$ cat config.mk
export PLATFORM = sky130hd
export DESIGN_NAME = rc_channel_frame_decoder_top
export DESIGN_NICKNAME = d
export VERILOG_FILES = /design/src/hdl/rcfd_pkg.sv /design/src/hdl/rcfd_cell.sv /design/src/hdl/rcfd_chan_map.sv /design/src/hdl/rc_channel_frame_decoder_top.sv
export SDC_FILE = /design/constraint.sdc
export NUM_CORES = 1
export LEC_CHECK = 0
export ABC_AREA = 1
export BUFFER_PORTS_ARGS = -buffer_cell sky130_fd_sc_hd__buf_4
export CAP_MARGIN = 25
export CORE_ASPECT_RATIO = 0.9
export CORE_UTILIZATION = 45
export CTS_CLUSTER_SIZE = 14
export DETAILED_ROUTE_END_ITERATION = 10
export GPL_TIMING_DRIVEN = 1
export MAX_ROUTING_LAYER = met4
export SETUP_SLACK_MARGIN = 0.4
export SLEW_MARGIN = 0
export SYNTH_ARGS = -nofsm -noshare
export SYNTH_HDL_FRONTEND = slang
export SYNTH_SLANG_ARGS = --single-unit
$ cat constraint.sdc
create_clock -name clk -period 20.2 [get_ports clk]
set_clock_uncertainty 0.1 [all_clocks]
set_input_delay 1.01 -clock clk [delete_from_list [all_inputs] [get_ports clk]]
set_output_delay 1.01 -clock clk [all_outputs]
set_load 0.05 [all_outputs]
$ cat src/hdl/rcfd_pkg.sv
package rcfd_pkg;

    // Window and frame layout
    localparam int WIN_DEPTH     = 14;
    localparam int HDR_BYTES     = 3;
    localparam int NUM_CH        = 8;
    localparam int CH_BITS       = 11;
    localparam int PAYLOAD_BITS  = (WIN_DEPTH - HDR_BYTES) * 8;
    localparam int PULSE_W       = 12;

    // (5*v + 7040) >> 3 == floor((v - 992) * 5/8 + 1500)
    localparam int SUM_W         = 15;
    localparam logic [SUM_W-1:0] PULSE_OFFSET = SUM_W'(7040);

    // Register reset values
    localparam logic [7:0] SYNC_RESET   = 8'hC8;
    localparam logic [7:0] LENGTH_RESET = 8'h18;
    localparam logic [7:0] TYPE_RESET   = 8'h16;

    localparam int CFG_IDX_W = 2;

    typedef enum logic [CFG_IDX_W-1:0] {
        CFG_SYNC   = 2'd0,
        CFG_LENGTH = 2'd1,
        CFG_TYPE   = 2'd2
    } cfg_idx_t;

    typedef logic [7:0]         byte_t;
    typedef logic [CH_BITS-1:0] chan_t;
    typedef logic [PULSE_W-1:0] pulse_t;

endpackage

$ cat src/hdl/rcfd_cell.sv
module rcfd_cell
    import rcfd_pkg::*;
(
    input  logic  clk,
    input  logic  rst_n,
    input  logic  shift_en,
    input  byte_t d,
    output byte_t q
);

    byte_t q_reg;

    always_ff @(posedge clk or negedge rst_n)
    begin
        if (!rst_n)
        begin
            q_reg <= '0;
        end
        else if (shift_en)
        begin
            q_reg <= d;
        end
    end

    assign q = q_reg;

endmodule

$ cat src/hdl/rcfd_chan_map.sv
module rcfd_chan_map
    import rcfd_pkg::*;
(
    input  chan_t  value,
    output pulse_t pulse
);

    logic [SUM_W-1:0] sum;

    // 5*v by shift-add, then the fixed offset
    assign sum   = {2'b00, value, 2'b00} + {4'b0000, value} + PULSE_OFFSET;
    assign pulse = sum[SUM_W-1:3];

endmodule

$ cat src/hdl/rc_channel_frame_decoder_top.sv
// Packed RC channel frame decoder. Received bytes enter one per request on the
// input channel and shift through a row of 14 byte cells; the oldest cell is
// dropped on every accepted byte. The cycle after each accepted byte, the three
// oldest cells are compared with the sync, length and type registers; on a
// match the remaining 11 bytes are read as a little-endian bit stream of eight
// 11-bit channels, each mapped to a pulse width (5*v + 7040) >> 3 microseconds,
// and one output request carries all eight widths. No frame lock is kept, so
// any header-like byte pattern inside a frame also matches, and after reset the
// zero-filled cells take part in the compare. A byte is accepted every cycle
// unless held off, and passes the byte cells, then the output register or skid.
// The only hold-off comes from the two-entry output buffer (output register
// plus skid) when the downstream side stalls. Configuration writes are always
// ready and are meant to happen only while the decoder is idle.
module rc_channel_frame_decoder_top
    import rcfd_pkg::*;
(
    input  logic                 clk,
    input  logic                 rst_n,

    input  logic                 cfg_valid,
    output logic                 cfg_ready,
    input  logic [CFG_IDX_W-1:0] cfg_index,
    input  logic [7:0]           cfg_data,

    input  logic                 in_valid,
    output logic                 in_stall,
    input  logic [7:0]           data_byte,

    output logic                 out_valid,
    input  logic                 out_stall,
    output logic [11:0]          rotate_us,
    output logic [11:0]          throttle_us,
    output logic [11:0]          lift_throttle_us,
    output logic [11:0]          strafe_us,
    output logic [11:0]          safety_switch_us,
    output logic [11:0]          aux_six_us,
    output logic [11:0]          aux_seven_us,
    output logic [11:0]          aux_eight_us
);

    // ---------------- configuration registers ----------------
    byte_t sync_reg;
    byte_t length_reg;
    byte_t type_reg;

    assign cfg_ready = 1'b1;

    always_ff @(posedge clk or negedge rst_n)
    begin
        if (!rst_n)
        begin
            sync_reg   <= SYNC_RESET;
            length_reg <= LENGTH_RESET;
            type_reg   <= TYPE_RESET;
        end
        else if (cfg_valid && cfg_ready)
        begin
            // out-of-range index is dropped
            case (cfg_index)
                CFG_SYNC:   sync_reg   <= cfg_data;
                CFG_LENGTH: length_reg <= cfg_data;
                CFG_TYPE:   type_reg   <= cfg_data;
                default:    ;
            endcase
        end
    end

    // ---------------- byte window: row of shift cells ----------------
    logic  in_accept;
    byte_t win_q [WIN_DEPTH];

    assign in_accept = in_valid && !in_stall;

    genvar gi;
    generate
        for (gi = 0; gi < WIN_DEPTH; gi++)
        begin : g_cell
            byte_t cell_d;
            if (gi == WIN_DEPTH - 1)
            begin : g_newest
                assign cell_d = data_byte;
            end
            else
            begin : g_inner
                assign cell_d = win_q[gi+1];
            end

            rcfd_cell u_cell (
                .clk      (clk),
                .rst_n    (rst_n),
                .shift_en (in_accept),
                .d        (cell_d),
                .q        (win_q[gi])
            );
        end
    endgenerate

    // Window changed last cycle, so it has to be evaluated now.
    logic fresh_reg;

    always_ff @(posedge clk or negedge rst_n)
    begin
        if (!rst_n)
        begin
            fresh_reg <= 1'b0;
        end
        else
        begin
            fresh_reg <= in_accept;
        end
    end

    // ---------------- header compare and channel unpack ----------------
    logic                    hdr_match;
    logic                    new_res;
    logic [PAYLOAD_BITS-1:0] payload;
    pulse_t                  pulse [NUM_CH];

    assign hdr_match = (win_q[0] == sync_reg) && (win_q[1] == length_reg) &&
                       (win_q[2] == type_reg);
    assign new_res   = fresh_reg && hdr_match;

    generate
        for (gi = HDR_BYTES; gi < WIN_DEPTH; gi++)
        begin : g_payload
            assign payload[(gi-HDR_BYTES)*8 +: 8] = win_q[gi];
        end

        for (gi = 0; gi < NUM_CH; gi++)
        begin : g_chan
            rcfd_chan_map u_map (
                .value (payload[gi*CH_BITS +: CH_BITS]),
                .pulse (pulse[gi])
            );
        end
    endgenerate

    // ---------------- output register plus skid ----------------
    logic   out_valid_reg;
    logic   skid_valid_reg;
    pulse_t out_reg  [NUM_CH];
    pulse_t skid_reg [NUM_CH];
    logic   out_free;

    assign out_free = !out_valid_reg || !out_stall;

    // A pending evaluation always finds a free slot: hold off a new byte while
    // the skid is full, or while a pending result could only land in the skid
    // and the byte behind it would then have nowhere to go.
    assign in_stall = skid_valid_reg || (fresh_reg && out_valid_reg && out_stall);

    always_ff @(posedge clk or negedge rst_n)
    begin
        if (!rst_n)
        begin
            out_valid_reg  <= 1'b0;
            skid_valid_reg <= 1'b0;
        end
        else if (out_free)
        begin
            if (skid_valid_reg)
            begin
                out_valid_reg  <= 1'b1;
                skid_valid_reg <= 1'b0;
            end
            else
            begin
                out_valid_reg  <= new_res;
            end
        end
        else if (new_res)
        begin
            skid_valid_reg <= 1'b1;
        end
    end

    always_ff @(posedge clk)
    begin
        if (out_free)
        begin
            if (skid_valid_reg)
            begin
                out_reg <= skid_reg;
            end
            else if (new_res)
            begin
                out_reg <= pulse;
            end
        end
        else if (new_res)
        begin
            skid_reg <= pulse;
        end
    end

    assign out_valid        = out_valid_reg;
    assign rotate_us        = out_reg[0];
    assign throttle_us      = out_reg[1];
    assign lift_throttle_us = out_reg[2];
    assign strafe_us        = out_reg[3];
    assign safety_switch_us = out_reg[4];
    assign aux_six_us       = out_reg[5];
    assign aux_seven_us     = out_reg[6];
    assign aux_eight_us     = out_reg[7];

endmodule
==> results.toml <==
[setup_path]
r2r_setup_slack_ns = 16.70
path_buf_inv = 2
crit_fanout = 39
r2r-start = "skid_valid_reg"
worstSetupStartpoint = "skid_valid_reg"
slowest_stage = "dfrtp_4"
cp-start-kind = "register"
required_ns = 19.09
reg2regPathDepth = 4
crit_chain = "clkinv_2 > nand2_1 > buf_4"
cp.arrival_ns = 2.43
endpoint = "in_stall"
worstReg2RegEnd = "aux_eight_us[1]"
path_class = "register to output pin"
crit_cells = 3
slowest_delay_ns = 0.70
cp-end-kind = "output pin"
path_delay_family = "buffers and inverters"

[yosys]
synth_edf_count = 192
synth.cell_area_sq_um = 17700
synthCells = 2079
postSynthRegisterBits = 331
syn_nets = 2182
synth_ff_type = "edfxtp_1"
ys_seq_area_share_pct = 52.4
syn_area_per_cell_sq_um = 8.49
ys_types = 39
async_flop_share_pct = 42.0
yosysWarningCount = 0

[floorplanning]
die-area_sq_um = 40000
ios = 122
chipWidth_um = 211
fp.dieH_um = 190
num_rows = 68
initial_core_util_pct = 45.8
design.core.area_sq_um = 38500

[cts]
htreeDepth = 2
postCtsSetupBuffers = 0
root_buffer = "clkbuf_16"
cts_buffer_depth = 3
path_clk_slew_ns = 0.06
holdBufCountCts = 0
numCtsBuffers = 36
ctsResizeCount = 0
tritoncts = "built"
clock_sinks = 331
worstSkewPairLatency_ns = 0.55

[cells_and_area]
nets = 2302
stdcell_area_sq_um = 20400
final_cell_mix = "nand2_1 (885), inv_1 (197), edfxtp_1 (192), dfrtp_1 (130), buf_4 (127)"
num_antenna_cells = 0
largest_reg_flops = 112
final_common_cell = "nand2_1"
drive_gt1_share_pct = 12.3
utilization_pct = 52.9
fillers = 3601
area_growth_pct = 15.4

[route]
firstDrtPassIters = 5
via_per_inst = 4.92
ant_nets = 0
via_count = 13541
finalWirelength_um = 39000
routedWlPerCell_um = 14.2
drcViolationCount = 0
drt_iter0_drc = 848

[power]
irDropWorstVdd_mv = 0.0572
p_leak_nw = 9.94
pwr_density_cell_nw_per_um2 = 102
finalPower_mw = 2.08

[grt]
antenna_found_initial = 0
track_usage_pct = 21.1
overflow = 0
grt_pass1_vias = 13206
grt_pass1_wl_um = 66400
grt_max_degree = 117

[timing]
fmax_ghz = 0.282
finalSetupTns_ns = 0
drv_slew = 0
relSlewSlack_pct = 38.5
period_needed_ns = 3.54
tightestPinTransition_ns = 0.922
final.setup.worst_slack_ns = 16.66
fin_crit_sh_pct = 17.5
rsz0062_at_grt = "no"
hold_viol = 0
setup_viol = 0

[job]
drv_cap = 0

[place]
port_buffers = 120
dpl_cell_area_sq_um = 19100
pre_cts_slack_ns = 16.62
hpwl_um = 27300
gp_congestion = 0.927

[outcome]
status = "completed"

[hold_path]
holdCritPathClass = "input port to async pin"
per-layer routing:
metal | part of all wire, % | track usage (%) | routed length [um] | vias to the layer above
li1 | - | - | - | 6978
met1 | 50 | 29.5 | 19600 | 6305
met2 | 44 | 32.5 | 17300 | 210
met3 | 3.4 | 3.14 | 1340 | 48
met4 | 1.8 | 4.88 | 699 | 0
met5 | 0 | - | 0 | -
area by class of cell:
type	count	area [sq um]	area share [%]
clock buffers	49	1030	5.06
clock inverters	17	171	0.841
inverters	203	763	3.74
flip-flops and latches	331	9260	45.4
multi-input cells	1496	7460	36.6
repair buffers	131	1040	5.10
well taps	525	657	3.22
synthesized netlist by cell type, drive strengths merged (13+ instances only):
library cell / instances / area, sq um
nor2: 79 / 307
a21oi: 45 / 233
nand3: 125 / 696
xnor2: 18 / 173
clkbuf: 36 / 135
o21ai: 95 / 475
dfrtp: 131 / 3280
buf: 13 / 68.8
inv: 203 / 762
xor2: 37 / 324
ha: 72 / 901
edfxtp: 192 / 5770
nand4: 22 / 138
nand2: 927 / 3590
a31oi: 16 / 100
worst min path at each step:
stage,to,slack (ns),cells past startpoint
global route,g_cell[13].u_cell.q[5],0.40,1
finish,g_cell[12].u_cell.q[7],0.38,1
floorplan,g_cell[0].u_cell.q[2],0.35,2
detailed placement,g_cell[1].u_cell.q[1],0.38,2
CTS,g_cell[12].u_cell.q[7],0.38,1
global placement,g_cell[11].u_cell.q[5],0.38,2
worst reg2reg max path, cell delays in order, from the launching register on:
cell and delay (ns):
dfrtp_4 0.70, clkinv_2 0.67, a21oi_4 0.34, buf_4 0.56, buf_4 0.71
metrics by stage:
stage,cells,hold slack (ns)
floorplan,2079,0.353
global placement,2683,0.381
detailed placement,2684,0.378
CTS,2750,0.377
global route,2752,0.401
finish,2752,0.381
power by group:
group | leakage (nW) | internal, mW | switching, mW
logic | 5.82 | 0.198 | 0.342
registers | 3.52 | 0.815 | 0.0517
clock network | 0.598 | 0.398 | 0.271
total | 9.94 | 1.41 | 0.665
cells by family after synthesis:
group,Yosys count,share of synthesized area (%)
other cells,1,0.0212
compound gates,174,5.35
buf+inv,252,5.47
flops,331,52.4
xor+xnor,55,2.81
simple gates,1186,27.9
fa+ha+maj,80,6.01
Note: power is estimated with default switching activity, not from simulation.
